==> src/dqes_pkg.sv <==
// Shared types for the double-ended list with end search.
// Holds the command codes and the controller/datapath handshake structs.
// No dependencies.
package dqes_pkg;

  typedef enum logic [1:0] {
    CMD_PUSH_FRONT   = 2'd0,
    CMD_PUSH_BACK    = 2'd1,
    CMD_SEARCH_FRONT = 2'd2,
    CMD_SEARCH_BACK  = 2'd3
  } cmd_t;

  typedef enum logic [3:0] {
    ST_IDLE = 4'b0001,
    ST_EXEC = 4'b0010,
    ST_SCAN = 4'b0100,
    ST_DONE = 4'b1000
  } state_t;

  typedef struct packed {
    logic load;
    logic push;
    logic scan_init;
    logic scan_run;
    logic emit;
  } ctl_t;

  typedef struct packed {
    logic search;
    logic scan_done;
    logic out_free;
  } sts_t;

endpackage

==> src/dqes_ctrl.sv <==
// Controller state machine for the double-ended list with end search.
// Sequences accept, execute, scan and result hand-off; depends on dqes_pkg.
module dqes_ctrl (
  input  logic            clk,
  input  logic            rst_n,
  input  logic            in_fire,
  input  dqes_pkg::sts_t  sts,
  output dqes_pkg::ctl_t  ctl,
  output logic            idle
);

  dqes_pkg::state_t state_r, state_nxt;

  always_comb begin
    state_nxt = state_r;
    ctl       = '0;
    unique case (state_r)
      dqes_pkg::ST_IDLE: begin
        if (in_fire) begin
          ctl.load  = 1'b1;
          state_nxt = dqes_pkg::ST_EXEC;
        end
      end
      dqes_pkg::ST_EXEC: begin
        if (sts.search) begin
          ctl.scan_init = 1'b1;
          state_nxt     = dqes_pkg::ST_SCAN;
        end else begin
          ctl.push  = 1'b1;
          state_nxt = dqes_pkg::ST_DONE;
        end
      end
      dqes_pkg::ST_SCAN: begin
        ctl.scan_run = 1'b1;
        if (sts.scan_done) begin
          state_nxt = dqes_pkg::ST_DONE;
        end
      end
      dqes_pkg::ST_DONE: begin
        if (sts.out_free) begin
          ctl.emit  = 1'b1;
          state_nxt = dqes_pkg::ST_IDLE;
        end
      end
      default: begin
        state_nxt = dqes_pkg::ST_IDLE;
      end
    endcase
  end

  always_ff @(posedge clk) begin
    if (!rst_n) begin
      state_r <= dqes_pkg::ST_IDLE;
    end else begin
      state_r <= state_nxt;
    end
  end

  assign idle = (state_r == dqes_pkg::ST_IDLE);

endmodule

==> src/dqes_dp.sv <==
// Datapath for the double-ended list with end search.
// Holds the ring store, pointers, the scan pipeline and the result register; uses dqes_pkg.
module dqes_dp #(
  parameter int DEPTH = 16
) (
  input  logic            clk,
  input  logic            rst_n,
  input  dqes_pkg::ctl_t  ctl,
  output dqes_pkg::sts_t  sts,
  input  logic [31:0]     in_tdata,
  input  logic [1:0]      in_tuser,
  output logic            out_tvalid,
  input  logic            out_tready,
  output logic [15:0]     out_tdata
);

  localparam int PTR_W = (DEPTH > 1) ? $clog2(DEPTH) : 1;
  localparam int CNT_W = $clog2(DEPTH + 1);

  logic [31:0]      mem [DEPTH];
  logic [31:0]      rd_data_r;
  logic [31:0]      key_r;
  dqes_pkg::cmd_t   cmd_r;
  logic [PTR_W-1:0] front_r;
  logic [CNT_W-1:0] count_r;
  logic [CNT_W-1:0] left_r;
  logic [PTR_W-1:0] iss_pos_r;
  logic [PTR_W-1:0] cmp_pos_r;
  logic             cmp_valid_r;
  logic             found_r;
  logic [PTR_W-1:0] pos_r;
  logic             ovf_r;
  logic             out_valid_r;
  logic             out_found_r;
  logic [3:0]       out_pos_r;
  logic             out_ovf_r;
  logic [4:0]       out_cnt_r;

  logic             full;
  logic             dir_back;
  logic             match;
  logic             issue;
  logic [PTR_W-1:0] front_nxt;
  logic [PTR_W-1:0] rd_addr;
  logic [PTR_W-1:0] back_addr;
  logic [PTR_W-1:0] wr_addr;
  logic             wr_en;

  function automatic logic [PTR_W-1:0] slot_of(input logic [PTR_W-1:0] front,
                                               input logic [PTR_W-1:0] pos);
    logic [PTR_W:0] s;
    s = {1'b0, front} + {1'b0, pos};
    if (s >= (PTR_W+1)'(DEPTH)) begin
      s = s - (PTR_W+1)'(DEPTH);
    end
    return s[PTR_W-1:0];
  endfunction

  assign full      = (count_r == CNT_W'(DEPTH));
  assign dir_back  = (cmd_r == dqes_pkg::CMD_SEARCH_BACK);
  assign match     = cmp_valid_r && (rd_data_r == key_r) && !found_r;
  assign issue     = ctl.scan_run && (left_r != '0) && !found_r && !match;
  assign front_nxt = (front_r == '0) ? PTR_W'(DEPTH - 1) : front_r - 1'b1;
  assign rd_addr   = slot_of(front_r, iss_pos_r);
  assign back_addr = slot_of(front_r, count_r[PTR_W-1:0]);
  assign wr_en     = ctl.push && !full;
  assign wr_addr   = (cmd_r == dqes_pkg::CMD_PUSH_FRONT) ? front_nxt : back_addr;

  always_ff @(posedge clk) begin
    if (wr_en) begin
      mem[wr_addr] <= key_r;
    end
    rd_data_r <= mem[rd_addr];
  end

  always_ff @(posedge clk) begin
    if (!rst_n) begin
      front_r     <= '0;
      count_r     <= '0;
      cmp_valid_r <= 1'b0;
      found_r     <= 1'b0;
      out_valid_r <= 1'b0;
    end else begin
      if (ctl.load) begin
        found_r <= 1'b0;
      end
      if (wr_en) begin
        count_r <= count_r + 1'b1;
        if (cmd_r == dqes_pkg::CMD_PUSH_FRONT) begin
          front_r <= front_nxt;
        end
      end
      if (ctl.scan_init) begin
        cmp_valid_r <= 1'b0;
      end else if (ctl.scan_run) begin
        cmp_valid_r <= issue;
      end
      if (match) begin
        found_r <= 1'b1;
      end
      if (ctl.emit) begin
        out_valid_r <= 1'b1;
      end else if (out_tready) begin
        out_valid_r <= 1'b0;
      end
    end
  end

  always_ff @(posedge clk) begin
    if (ctl.load) begin
      key_r <= in_tdata;
      cmd_r <= dqes_pkg::cmd_t'(in_tuser);
      pos_r <= '0;
      ovf_r <= 1'b0;
    end
    if (ctl.push) begin
      ovf_r <= full;
    end
    if (ctl.scan_init) begin
      left_r    <= count_r;
      iss_pos_r <= dir_back ? PTR_W'(count_r - 1'b1) : '0;
    end else if (issue) begin
      left_r    <= left_r - 1'b1;
      iss_pos_r <= dir_back ? iss_pos_r - 1'b1 : iss_pos_r + 1'b1;
      cmp_pos_r <= iss_pos_r;
    end
    if (match) begin
      pos_r <= cmp_pos_r;
    end
    if (ctl.emit) begin
      out_found_r <= found_r;
      out_pos_r   <= 4'(pos_r);
      out_ovf_r   <= ovf_r;
      out_cnt_r   <= 5'(count_r);
    end
  end

  assign sts.search    = (cmd_r == dqes_pkg::CMD_SEARCH_FRONT) || dir_back;
  assign sts.scan_done = found_r || ((left_r == '0) && !cmp_valid_r);
  assign sts.out_free  = !out_valid_r || out_tready;

  assign out_tvalid = out_valid_r;
  assign out_tdata  = {5'd0, out_cnt_r, out_ovf_r, out_pos_r, out_found_r};

endmodule

==> src/deque_with_end_search.sv <==
// Top level of the double-ended list with end search.
// Joins dqes_ctrl and dqes_dp; depends on dqes_pkg.
//
// Usage: each input transaction carries a command in in_tuser and a signed
// 32-bit value in in_tdata. Commands push the value at the front or the back,
// or search for it from the front or the back. Every command yields exactly
// one output transaction with found, position, overflow and the entry count.
// Sequence: a push is written in the execute state and its result is then
// registered from the done state before the next transaction can be accepted.
// A search reads one stored entry per cycle from a single memory read port;
// each read entry is registered, then compared with the key, and the scan
// ends on a match or once every entry has been compared; an empty list is not
// read at all. A full store of DEPTH entries with no match is the worst case.
// One command is worked on at a time.
// After a result is registered, the next transaction is accepted while that
// result still waits for the receiver. If the receiver stalls, the finished
// command after it is held until the output register frees up.
// Reset empties the list; the store contents are not cleared.
// A push into a full list is dropped and reported with overflow set.
module deque_with_end_search #(
  parameter int DEPTH = 16
) (
  input  logic        clk,
  input  logic        rst_n,
  input  logic        in_tvalid,
  output logic        in_tready,
  input  logic [31:0] in_tdata,   // [31:0] value
  input  logic [1:0]  in_tuser,   // [1:0] cmd
  output logic        out_tvalid,
  input  logic        out_tready,
  output logic [15:0] out_tdata   // [0] found, [4:1] position, [5] overflow, [10:6] entries
);

  dqes_pkg::ctl_t ctl;
  dqes_pkg::sts_t sts;
  logic           idle;

  assign in_tready = idle;

  dqes_ctrl u_ctrl (
    .clk     (clk),
    .rst_n   (rst_n),
    .in_fire (in_tvalid && in_tready),
    .sts     (sts),
    .ctl     (ctl),
    .idle    (idle)
  );

  dqes_dp #(
    .DEPTH (DEPTH)
  ) u_dp (
    .clk        (clk),
    .rst_n      (rst_n),
    .ctl        (ctl),
    .sts        (sts),
    .in_tdata   (in_tdata),
    .in_tuser   (in_tuser),
    .out_tvalid (out_tvalid),
    .out_tready (out_tready),
    .out_tdata  (out_tdata)
  );

endmodule

==> config.mk <==
export PLATFORM = sky130hd
export DESIGN_NAME = deque_with_end_search
export DESIGN_NICKNAME = d
export VERILOG_FILES = /design/src/dqes_pkg.sv /design/src/dqes_ctrl.sv /design/src/dqes_dp.sv /design/src/deque_with_end_search.sv
export SDC_FILE = /design/constraint.sdc
export NUM_CORES = 1
export LEC_CHECK = 0
export ABC_AREA = 1
export BUFFER_PORTS_ARGS = -buffer_cell sky130_fd_sc_hd__buf_2
export CELL_PAD_IN_SITES_DETAIL_PLACEMENT = 0
export CELL_PAD_IN_SITES_GLOBAL_PLACEMENT = 2
export CORE_ASPECT_RATIO = 1.2
export CORE_MARGIN = 1
export CORE_UTILIZATION = 48
export CTS_CLUSTER_DIAMETER = 200
export CTS_CLUSTER_SIZE = 40
export DETAILED_ROUTE_END_ITERATION = 12
export PLACE_DENSITY = 0.82
export SETUP_SLACK_MARGIN = 0.15
export SLEW_MARGIN = 20
export SYNTH_ARGS = -nofsm -noshare
export SYNTH_HDL_FRONTEND = slang
export SYNTH_HIERARCHICAL = 1
export SYNTH_SLANG_ARGS = --single-unit
==> constraint.sdc <==
create_clock -name clk -period 6 [get_ports clk]
set_clock_uncertainty 0.15 [all_clocks]
set_input_delay 0.3 -clock clk [delete_from_list [all_inputs] [get_ports clk]]
set_output_delay 0.3 -clock clk [all_outputs]
set_load 0.01 [all_outputs]
Word-level counts from Yosys, hierarchy flattened
Memories as Yosys holds them, arrays and structs flattened. A register that Yosys moved wholly into a read port is not among the register bits.
Cells that the tools add are included.
{"block": "classes", "n_addsub": 10, "n_mul": 0, "div_mod_pow": 0, "magnitude_cmp": 2, "eq_ne": 11, "shifts": 0, "n_mux": 32, "bitwise_logic": 2, "reduce_logical": 28}
{"cell": "2-to-1 mux 4 bit", "count": 14}
{"cell": "== test 32 bit", "count": 1}
{"cell": "subtractor 4 x 1 -> 4 bit (second input constant)", "count": 5}
{"cell": "one-hot mux 4 bit (4 select lines)", "count": 1}
{"cell": "2-to-1 mux 1 bit", "count": 14}
{"cell": "adder 4 x 4 -> 5 bit", "count": 2}
{"cell": "greater-or-equal comparator 5 bit (second input constant)", "count": 2}
{"cell": "2-to-1 mux 5 bit", "count": 2}
{"cell": "logical AND 1 bit", "count": 8}
{"cell": "nonzero test 2 bit", "count": 4}
{"cell": "adder 5 x 1 -> 5 bit (second input constant)", "count": 1}
{"cell": "== test 5 bit (second input constant)", "count": 1}
{"cell": "zero test 1 bit", "count": 5}
{"cell": "zero test 5 bit", "count": 1}
{"cell": "nonzero test 5 bit", "count": 1}
{"cell": "subtractor 5 x 1 -> 5 bit (second input constant)", "count": 1}
{"cell": "adder 4 x 1 -> 4 bit (second input constant)", "count": 1}
{"cell": "== test 2 bit (second input constant)", "count": 2}
{"cell": "== test 4 x 1 -> 1 bit (second input constant)", "count": 1}
{"cell": "== test 4 x 2 -> 1 bit (second input constant)", "count": 1}
{"cell": "== test 4 x 3 -> 1 bit (second input constant)", "count": 1}
{"cell": "== test 4 bit (second input constant)", "count": 1}
{"cell": "zero test 4 bit", "count": 1}
{"cell": "!= test 2 bit (second input constant)", "count": 2}
{"cell": "other kinds (8)", "count": 12}
{"block": "word_totals", "register_bits": 79, "latchBits": 0, "ram_bits": 512, "mem_bits_ro": 0, "inputBits": 38, "output_inout_bits": 18, "n_memories": 1}
{"name": "u_dp.mem", "words": 16, "width": 32, "read_ports": 1, "rd_ports_with_merged_regs": 1, "wr": 1, "line": "dqes_dp.sv:20", "text": "logic [31:0] mem [DEPTH];"}

Longest topological paths before layout
Gate-level depths: netlist (run 1).
{"block": "depth", "ltp_word": 7, "ltp_mapped": 11, "depth_no_buf": 11}

Hierarchy
The synthesis (run 1) kept the hierarchy.
{"mod": "dqes_dp", "instances": 1, "cells_per_inst": 1842, "area_per_inst_um2": 25039.0, "seq_area_each_um2": 18147.4}
{"mod": "dqes_ctrl", "instances": 1, "cells_per_inst": 42, "area_per_inst_um2": 260.2, "seq_area_each_um2": 80.1}
{"mod": "deque_with_end_search", "instances": 1, "cells_per_inst": 2, "area_per_inst_um2": 7.5, "seq_area_each_um2": 0.0}

Worst setup path before layout (run 1)
Ideal clock, no wire load.
{"block": "synth_path", "path_type": "reg2reg", "from": "reg u_dp.count_r[0]", "to": "mem u_dp.mem[3][0] (enable)", "arrival_time_ns": 2.906, "required_time_ns": 5.429, "slack_ns": 2.523, "stages_incl_launch_ff": 9, "n_path_buf": 0, "period_less_slack_ns": 3.477, "cell_sequence": "dfxtp_1 -> ha_1 -> fa_1 -> inv_1 -> o21ai_0 -> inv_1 -> nor2_1 -> nand2_1 -> nor2_1"}
{"block": "synth_via", "elab_chain_cells": 5, "elab_cells_between_ends": 10, "classes_between": "add/sub: 2; order compare: 1; eq/ne: 1; mux: 4; reduce/logical: 2"}
{"item": "from (decl)", "line": "dqes_dp.sv:25", "text": "logic [CNT_W-1:0] count_r;"}
{"item": "from (signal assigned)", "line": "dqes_dp.sv:88", "text": "count_r <= count_r + 1'b1;"}
{"item": "branches (longest 5 deep; another with adder 4 x 4 -> 5 bit)"}
{"item": "to (decl)", "line": "dqes_dp.sv:20"}
Parallel ways; which one is timed is not known.

Final worst setup path (run 1)
{"block": "layout_path", "from": "reg u_dp.front_r[1]", "to": "reg u_dp.rd_data_r[26] (read register of u_dp.mem)"}
{"block": "layout_via", "elab_chain_cells": 3, "elab_cells_between_ends": 4, "classes_between": "add/sub: 2; order compare: 1; mux: 1"}
{"item": "from (decl)", "line": "dqes_dp.sv:24", "text": "logic [PTR_W-1:0] front_r;"}
{"item": "from (signal assigned)", "line": "dqes_dp.sv:90", "text": "front_r <= front_nxt;"}
{"item": "adder 4 x 4 -> 5 bit (*)", "line": "dqes_dp.sv:52", "text": "s = {1'b0, front} + {1'b0, pos};"}
{"item": "subtractor 4 x 1 -> 4 bit / greater-or-equal comparator 5 bit (equally long branches)", "line": "dqes_dp.sv:54, dqes_dp.sv:53"}
{"item": "2-to-1 mux 4 bit (*)", "line": "dqes_dp.sv:53", "text": "if (s >= (PTR_W+1)'(DEPTH)) begin"}
{"item": "to (decl)", "line": "dqes_dp.sv:21", "text": "logic [31:0] rd_data_r;"}
Every way passes the cells marked *; elsewhere a longest branch is shown, timed or not.
A chain may end at the register's enable or synchronous reset.

==> results of run 1 <==
-- worst max-delay path by stage --
stage	from	endpoint
finish	u_dp/front_r[1]$_SDFFE_PN0P_	u_dp/rd_data_r[26]$_DFF_P_
global placement	u_dp/front_r[1]$_SDFFE_PN0P_	u_dp/rd_data_r[26]$_DFF_P_
floorplan	u_dp/count_r[0]$_SDFFE_PN0P_	u_dp/mem[3][0]$_DFFE_PP_
CTS	u_dp/front_r[1]$_SDFFE_PN0P_	u_dp/rd_data_r[3]$_DFF_P_
detailed placement	u_dp/front_r[1]$_SDFFE_PN0P_	u_dp/rd_data_r[29]$_DFF_P_
global route	u_dp/front_r[1]$_SDFFE_PN0P_	u_dp/rd_data_r[26]$_DFF_P_
-- through the flow --
stage           util  instance area [um2]  std cells
6_report       0.530                27400       2639
3_3_place_gp   0.508                26300       2563
2_1_floorplan      -                25300       1890
4_1_cts        0.530                27400       2639
5_1_grt        0.530                27400       2639
3_5_place_dp   0.512                26500       2571
-- critical path, stage by stage, from the launching register on --
cell and delay [ns]:
dfxtp_1 0.45, inv_1 0.14, fa_4 1.38, buf_4 0.93, a21oi_1 0.06, o21ai_0 0.15
o211ai_1 0.12, nand3_1 0.18, o21ai_1 0.08
-- final cells by class --
type                       instances  area share
sequential                       623       0.666
multi-input combinational        936       0.213
timing repair buffer             119      0.0379
inverter                         233      0.0320
tap                              697      0.0318
clock buffer                      30      0.0189
clock inverter                     1    0.000731
-- per-layer routing --
layer,global-route usage,vias up
met5,0,-
met4,0.0582,0
met3,0.0209,69
met2,0.380,390
met1,0.311,7244
li1,-,6840
-- logic make-up (layout without fill, tap and decap cells) --
kind of cell,after synthesis,count (layout),share of synthesized area
flip-flops,623,623,0.720
AO/OA/AOI/OAI,459,459,0.104
buffers and inverters,331,383,0.0571
AND/OR/NAND/NOR,306,306,0.0508
multiplexers,128,128,0.0506
XOR/XNOR,22,22,0.00821
adder cells (fa/ha/maj),16,16,0.00880
other,1,5,0.000148
-- registers in the layout, indices dropped and copies added (netlist names), 4 cells and up --
signal,cells
u_dp/rd_data_r,32
u_dp/count_r,5
u_dp/mem,512
u_dp/front_r,4
u_dp/cmp_pos_r,4
u_dp/pos_r,4
u_dp/iss_pos_r,4
u_ctrl/state_r,4
u_dp/out_pos_r,4
u_dp/left_r,5
u_dp/out_cnt_r,5
u_dp/key_r,32
-- power groups by stage --
| stage | clock network [mW] | logic, mW | registers (mW) |
|---|---|---|---|
| detailed placement | 0 | 0.803 | 5.57 |
| floorplan | 0 | 0.514 | 5.43 |
| CTS | 1.88 | 0.823 | 5.48 |
| finish | 1.84 | 0.813 | 5.47 |
| global route | 2.02 | 0.904 | 5.51 |
| global placement | 0 | 0.792 | 5.56 |
-- what timing repair did --
| action | CTS | global route |
|---|---|---|
| setup buffers | 0 | 0 |
| endpoints found under the hold margin | 47 | 0 |
| hold buffers | 37 | 0 |
-- cell usage in the layout (no fill, tap or decap), types with 12 or more instances in the layout --
| cell | n |
|---|---|
| nor2_1 | 49 |
| xnor2_1 | 12 |
| nand3_1 | 56 |
| o21ai_1 | 32 |
| edfxtp_1 | 575 |
| nor2_4 | 17 |
| dfxtp_1 | 48 |
| mux2i_1 | 128 |
| clkbuf_16 | 19 |
| o21ai_0 | 150 |
| nand2_1 | 159 |
| dlygate4sd3_1 | 37 |
| o211ai_1 | 128 |
| buf_2 | 50 |
| ha_1 | 12 |
| a21oi_1 | 141 |
| buf_4 | 21 |
| inv_1 | 230 |
==> qor.csv, run 1 <==
metric,value,unit
fin nets,1986,
cell count of the worst hold path,2,
clock share of power,0.226,
share of cells above drive strength 1,0.0685,
critical path type,reg2reg,
Flop pwr share,0.674,
DRC,0,
nature of the critical path endpoint,register,
M1 WL,25500,um
Die Area,53600,um2
row cnt,91,
Reg-to-Reg End,u_dp/rd_data_r[26]$_DFF_P_,
Pins Over Slew Limit,0,
Comb power frac,0.100,
RSZ-0062 raised after global routing,false,
final setup fails,0,
Slew HR,0.293,
IO Count,56,
Setup WS post-layout,2.18,ns
IO buf count,50,
Clock Tree Root,clkbuf_16,
Num Clock Sinks,623,
worst slack at placement,2.20,ns
gr ovfl total,0,
DR vias/cell,5.51,
Switching Fraction,0.259,
Min Hold Slack,0.251,ns
total via count in the routed design,14500,
top-count cell post-synth,edfxtp_1,
R2R setup slack,2.18,ns
Hold EP,u_dp/key_r[17]$_DFFE_PP_,
Most used DFF post-synth,edfxtp_1,
Area contributors post-synth,"edfxtp_1 (68%), mux2i_1 (5.1%), dfxtp_1 (3.8%)",
Total Power,8.12,mW
Die X,212,um
Die Y,254,um
first-pass GRT wire length,88800,um
metal3 WL,2920,um
largest net degree at the start of global routing,144,
Critical Path Fanout Max,76,
FF/Latch Area,18200,um2
final setup TNS,0,ns
WL final,59300,um
Pint,6.02,mW
DRT Pass-1 Iters,5,
Mapped Area,25300,um2
Max-Cap Viols,0,
Area Overhead vs Synth,8.20,%
Final ANT Viol Nets,0,
clk buf depth,3,
Tot GR Track Use,0.224,
Max Used Layer,met4,
post-synthesis instance total,1886,
Fillers,4408,
top-area cell type share of the netlist area,0.682,
Hold WC Path Type,in2reg,
vias in the first global route,14200,
final hold vios,0,
most area-hungry cell type in the Yosys netlist,edfxtp_1,
CTS Buf Count,19,
core area,51700,um2
clk slew on worst S/H paths,0.14,ns
reg2reg start,u_dp/front_r[1]$_SDFFE_PN0P_,
met2 routed WL,29500,um
share of flip-flops with an asynchronous set or reset,0,
H-tree depth,1,
routed length per instance,22.5,um
crit path DAT,4.13,ns
Tcrit/Tclk final,0.636,
initial antenna violation count,0,
DP HPWL,34300,um
ranking of synthesized cells by instance count,"edfxtp_1 (575), inv_1 (231), nand2_1 (159)",
worst path required time,6.31,ns
Static Leak,9.80,nW
Tmin final,3.82,ns
Multi-input gate area,5830,um2
syn avg cell area,13.4,um2
Post-synth EDFFs,575,
Routability Congestion,0.789,
reg2reg path depth,8,
f_max,262,MHz
CP startpoint kind,register,
VDD IR-drop max,199,uV
status,completed,
Starting DRT DRC Count,1287,
cells resized by post-CTS repair,0,
Pwr per Cell Area,296,nW/um2
register area share after synthesis,0.720,
Slew @ Worst Pin,1.06,ns
"Distinct cells, synth",38,
TritonCTS clock tree,yes,
"Clk Latency, worst-skew pair",0.59,ns
hold path startpoint,in_tdata[17],
yosys warns,6,
"FF+latch count, synth",623,
Psw,2.10,mW
initial core utilization,0.490,
# diodes,0,
Note: power is estimated with default switching activity, not from simulation.
==> run 2: changes to the inputs <==
- CORE_UTILIZATION: 48 -> 45
- PLACE_DENSITY: 0.82 -> 0.77
- clock period: 6 -> 3.6 ns (I/O delays scaled with it)
==> qor.csv, run 2 (same netlist as run 1, synthesis figures left out) <==
metric,value,unit,change
worst path required time,3.75,ns,was 6.31 ns
core area,55200,um2,was 51700 um2
# placed instances,2629,,was 2571
most frequent cells in the layout,"edfxtp_1 (575), inv_1 (230), nand2_1 (159)",,unchanged
Comb power frac,0.126,,was 0.100
nature of the critical path endpoint,register,,unchanged
initial core utilization,0.459,,was 0.490
crit path DAT,3.44,ns,was 4.13 ns
Total Power,13.7,mW,was 8.12 mW
CTS Buf Count,19,,unchanged
Psw,3.56,mW,was 2.10 mW
vias in the first global route,14300,,was 14200
final hold vios,0,,unchanged
Slew HR,0.537,,was 0.293
max reg flops,512,,unchanged
Switching Fraction,0.260,,was 0.259
Num Clock Sinks,623,,unchanged
TritonCTS clock tree,yes,,unchanged
final setup TNS,0,ns,unchanged
FF/Latch Area,18200,um2,unchanged
f_max,304,MHz,was 262 MHz
row cnt,94,,was 91
fin cells,2700,,was 2639
Critical Path Fanout Max,10,,was 76
Slew @ Worst Pin,0.695,ns,was 1.06 ns
Die X,218,um,was 212 um
initial antenna violation count,0,,unchanged
reg2reg path depth,9,,was 8
fin nets,2022,,was 1986
R2R setup slack,0.31,ns,was 2.18 ns
IO buf count,50,,unchanged
Pwr per Cell Area,494,nW/um2,was 296 nW/um2
VDD IR-drop max,318,uV,was 199 uV
final setup fails,0,,unchanged
Die Area,57200,um2,was 53600 um2
Pins Over Slew Limit,0,,unchanged
Setup WS post-layout,0.308,ns,was 2.18 ns
Die Y,262,um,was 254 um
Tmin final,3.29,ns,was 3.82 ns
total via count in the routed design,14500,,about the same
DR vias/cell,5.37,,was 5.51
Max-Cap Viols,0,,unchanged
Pint,10.1,mW,was 6.02 mW
Multi-input gate area,5830,um2,unchanged
H-tree depth,1,,unchanged
"Cell Area, Placed",26800,um2,was 26500 um2
Reg-to-Reg End,u_dp/mem[2][29]$_DFFE_PP_,,was u_dp/rd_data_r[26]$_DFF_P_
setup repair bufs after CTS,0,,unchanged
worst slack at placement,0.323,ns,was 2.20 ns
hold path startpoint,in_tuser[1],,was in_tdata[17]
WL final,60700,um,was 59300 um
Fillers,4749,,was 4408
largest registers,"u_dp/mem (512), u_dp/key_r (32), u_dp/rd_data_r (32)",,unchanged
clk slew on worst S/H paths,0.14,ns,about the same
clock share of power,0.224,,was 0.226
RSZ-0062 raised after global routing,false,,unchanged
routed length per instance,22.5,um,about the same
Clock Tree Root,clkbuf_16,,unchanged
Tot GR Track Use,0.215,,was 0.224
gr ovfl total,0,,unchanged
critical path type,reg2reg,,unchanged
CP startpoint kind,register,,unchanged
"Clk Latency, worst-skew pair",0.58,ns,was 0.59 ns
# diodes,0,,unchanged
Final ANT Viol Nets,0,,unchanged
Area Overhead vs Synth,9.51,%,was 8.20%
cell count of the worst hold path,2,,unchanged
Biggest register,u_dp/mem,,unchanged
IO Count,56,,unchanged
status,completed,,unchanged
Hold EP,u_dp/cmd_r[1]$_DFFE_PP_,,was u_dp/key_r[17]$_DFFE_PP_
Hold WC Path Type,in2reg,,unchanged
Flop pwr share,0.651,,was 0.674
Static Leak,9.99,nW,was 9.80 nW
clk buf depth,3,,unchanged
Starting DRT DRC Count,1213,,was 1287
DRT Pass-1 Iters,5,,unchanged
first-pass GRT wire length,90900,um,was 88800 um
DP HPWL,36600,um,was 34300 um
reg2reg start,u_dp/front_r[0]$_SDFFE_PN0P_,,was u_dp/front_r[1]$_SDFFE_PN0P_
"commonest non-fill, non-tap cell in the layout",edfxtp_1,,unchanged
share of cells above drive strength 1,0.0848,,was 0.0685
largest net degree at the start of global routing,90,,was 144
DRC,0,,unchanged
Tcrit/Tclk final,0.915,,was 0.636
Post-Layout Inst Area,27700,um2,was 27400 um2
Routability Congestion,0.784,,was 0.789
## run 2: cell count changes in the layout (fill, tap and decap cells not counted), sizes merged
cell and change:
buf +35, clkbuf +2, dlygate4sd3 +1
## run 2: worst max path at each step
stage,start,to
finish,u_dp/front_r[0]$_SDFFE_PN0P_,u_dp/mem[2][29]$_DFFE_PP_
global route,u_dp/count_r[1]$_SDFFE_PN0P_,u_dp/mem[2][21]$_DFFE_PP_
CTS,u_dp/front_r[0]$_SDFFE_PN0P_,u_dp/mem[2][29]$_DFFE_PP_
detailed placement,u_dp/front_r[0]$_SDFFE_PN0P_,u_dp/mem[2][29]$_DFFE_PP_
global placement,u_dp/front_r[0]$_SDFFE_PN0P_,u_dp/mem[2][8]$_DFFE_PP_
floorplan,u_dp/count_r[0]$_SDFFE_PN0P_,u_dp/mem[3][0]$_DFFE_PP_
## run 2: critical path: stages, from the launching register on
cell     delay [ns]
dfxtp_1        0.39
ha_1           0.25
fa_1           0.50
inv_1          0.04
o21ai_0        0.28
inv_1          0.09
nor2_1         0.17
nand2_1        0.26
nor2_4         0.58
buf_4          0.30
## run 2: layout make-up
type | instances | share of cell area
flip-flops and latches | 623 | 0.658
multi-input cells | 936 | 0.210
repair buffers | 155 | 0.0481
well taps | 720 | 0.0325
inverters | 233 | 0.0316
clock buffers | 32 | 0.0189
clock inverters | 1 | 0.000722
## run 2: layer usage
metal / track usage / part of all wire / vias up
met1: 0.286 / 0.43 / 7260
met2: 0.371 / 0.50 / 269
met4: 0.0579 / 0.026 / 0
li1: - / - / 6908
met3: 0.0252 / 0.040 / 64
met5: 0 / 0 / -
## run 2: per-stage QoR
step	utilization	hold slack [ns]
2_1_floorplan	-	0.129
3_3_place_gp	0.486	0.206
3_5_place_dp	0.486	0.208
4_1_cts	0.502	0.117
5_1_grt	0.502	0.125
6_report	0.502	0.143
## run 2: timing repair
action / in CTS / in global routing
endpoints found under the setup margin: 0 / 0
endpoints found under the hold margin: 50 / 0
gates resized for setup: 0 / 0
hold buffers: 38 / 0
## run 2: power by group through the flow
| stage | clock [mW] | combinational (mW) | sequential [mW] |
|---|---|---|---|
| 6_report | 3.06 | 1.72 | 8.90 |
| 5_1_grt | 3.35 | 1.91 | 8.94 |
| 4_1_cts | 3.16 | 1.75 | 8.92 |
| 3_5_place_dp | 0 | 1.71 | 9.08 |
| 3_3_place_gp | 0 | 1.68 | 9.07 |
| 2_1_floorplan | 0 | 0.857 | 9.05 |
==> run 3: changes to the inputs <==
==> constraint.sdc (replaced) <==
create_clock -name clk -period 3.6 [get_ports clk]
set_clock_uncertainty 0.15 [all_clocks]
set_input_delay 0.72 -clock clk [delete_from_list [all_inputs] [get_ports clk]]
set_output_delay 0.72 -clock clk [all_outputs]
set_load 0.01 [all_outputs]
==> qor.csv, run 3 (same netlist as run 1, synthesis figures left out) <==
metric,value,unit,change
final hold vios,0,,unchanged
first-pass GRT wire length,90700,um,was 90900 um
Slew HR,0.525,,was 0.537
max reg flops,512,,unchanged
Final ANT Viol Nets,0,,unchanged
nature of the critical path endpoint,register,,unchanged
RSZ-0062 raised after global routing,false,,unchanged
Post-Layout Inst Area,27400,um2,was 27700 um2
share of cells above drive strength 1,0.0879,,was 0.0848
CTS Buf Count,19,,unchanged
initial antenna violation count,0,,unchanged
VDD IR-drop max,321,uV,was 318 uV
setup repair bufs after CTS,0,,unchanged
Critical Path Fanout Max,23,,was 10
Num Clock Sinks,623,,unchanged
status,completed,,unchanged
CP startpoint kind,register,,unchanged
Biggest register,u_dp/mem,,unchanged
Starting DRT DRC Count,1284,,was 1213
most frequent cells in the layout,"edfxtp_1 (575), inv_1 (230), nand2_1 (159)",,unchanged
Max Used Layer,met4,,unchanged
Tot GR Track Use,0.214,,was 0.215
clk slew on worst S/H paths,0.14,ns,about the same
Tcrit/Tclk final,0.879,,was 0.915
worst path required time,3.74,ns,was 3.75 ns
initial core utilization,0.459,,unchanged
Pwr per Cell Area,500,nW/um2,was 494 nW/um2
Total Power,13.7,mW,about the same
vias in the first global route,14200,,was 14300
IO Count,56,,unchanged
cells resized by post-CTS repair,0,,unchanged
DRT Pass-1 Iters,5,,unchanged
Max-Cap Viols,0,,unchanged
Setup WS post-layout,0.437,ns,was 0.308 ns
routed length per instance,22.8,um,was 22.5 um
gr ovfl total,0,,unchanged
Area Overhead vs Synth,8.16,%,was 9.51%
Die Area,57200,um2,unchanged
H-tree depth,1,,unchanged
WL final,60800,um,was 60700 um
total via count in the routed design,14500,,about the same
final setup fails,0,,unchanged
Die Y,262,um,unchanged
fin nets,1988,,was 2022
Min Hold Slack,0.151,ns,was 0.143 ns
"commonest non-fill, non-tap cell in the layout",edfxtp_1,,unchanged
Slew @ Worst Pin,0.706,ns,was 0.695 ns
Die X,218,um,unchanged
met2 routed WL,31100,um,was 30500 um
critical path type,reg2reg,,unchanged
clk buf depth,3,,unchanged
Fillers,4766,,was 4749
largest net degree at the start of global routing,90,,unchanged
largest registers,"u_dp/mem (512), u_dp/key_r (32), u_dp/rd_data_r (32)",,unchanged
Hold WC Path Type,in2reg,,unchanged
crit path DAT,3.30,ns,was 3.44 ns
core area,55200,um2,unchanged
metal3 WL,2250,um,was 2440 um
"Cell Area, Placed",26800,um2,about the same
Tmin final,3.16,ns,was 3.29 ns
Static Leak,9.85,nW,was 9.99 nW
Clock Tree Root,clkbuf_16,,unchanged
DR vias/cell,5.45,,was 5.37
CTS hold repair buffers,0,,was 38
# diodes,0,,unchanged
Routability Congestion,0.785,,was 0.784
DRC,0,,unchanged
row cnt,94,,unchanged
Pins Over Slew Limit,0,,unchanged
final setup TNS,0,ns,unchanged
M1 WL,26600,um,was 26200 um
DP HPWL,36500,um,was 36600 um
"Clk Latency, worst-skew pair",0.58,ns,about the same
f_max,316,MHz,was 304 MHz
IO buf count,50,,unchanged
TritonCTS clock tree,yes,,unchanged
worst slack at placement,0.338,ns,was 0.323 ns
## run 3: cell types whose count changed in the layout (fill, tap and decap cells not counted), sizes merged
cell         delta
buf             +4
dlygate4sd3    -38
## run 3: critical path: stages (launching register included)
cell and delay (ns):
dfxtp_1 0.51, inv_1 0.13, ha_1 0.23, nand2_1 0.10
nor2_1 0.05, nor2_1 0.29, inv_1 0.22, nor2_1 0.18
nand2_1 0.26, nor2_4 0.46, buf_12 0.28
## run 3: worst paths after layout
check / from / endpoint / slack [ns] / cells past startpoint
max: u_dp/count_r[1]$_SDFFE_PN0P_ / u_dp/mem[12][8]$_DFFE_PP_ / 0.44 / 10
min reg2reg: u_dp/pos_r[3]$_SDFFCE_PN0P_ / u_dp/out_pos_r[3]$_DFFE_PP_ / 0.30 / 0
min: in_tdata[8] / u_dp/key_r[8]$_DFFE_PP_ / 0.15 / 1
max reg2reg: u_dp/count_r[1]$_SDFFE_PN0P_ / u_dp/mem[12][8]$_DFFE_PP_ / 0.44 / 10
## run 3: layer usage
metal	global-route usage	vias up
met4	0.0390	0
met5	0	-
met1	0.285	7361
met3	0.0240	46
li1	-	6849
met2	0.381	275
## run 3: where the power goes
group	switching (mW)	total, mW	leakage (nW)	internal, mW
Sequential	0.330	8.90	5.57	8.57
Clock	2.04	3.08	0.259	1.04
Combinational	1.21	1.70	4.02	0.489
Total	3.58	13.7	9.85	10.1
## run 3: final cells by class
cell class / instances / area, um2 / share of cell area
Clock inverter: 1 / 20.0 / 0.000731
Timing Repair Buffer: 121 / 996 / 0.0364
Clock buffer: 32 / 524 / 0.0192
Inverter: 233 / 877 / 0.0320
Sequential cell: 623 / 18200 / 0.666
Multi-Input combinational cell: 936 / 5830 / 0.213
Tap cell: 720 / 901 / 0.0329
## run 3: metrics by stage
step | utilization | instances
CTS | 0.496 | 2663
finish | 0.496 | 2666
global route | 0.496 | 2666
global placement | 0.486 | 2630
floorplan | - | 1890
detailed placement | 0.486 | 2630
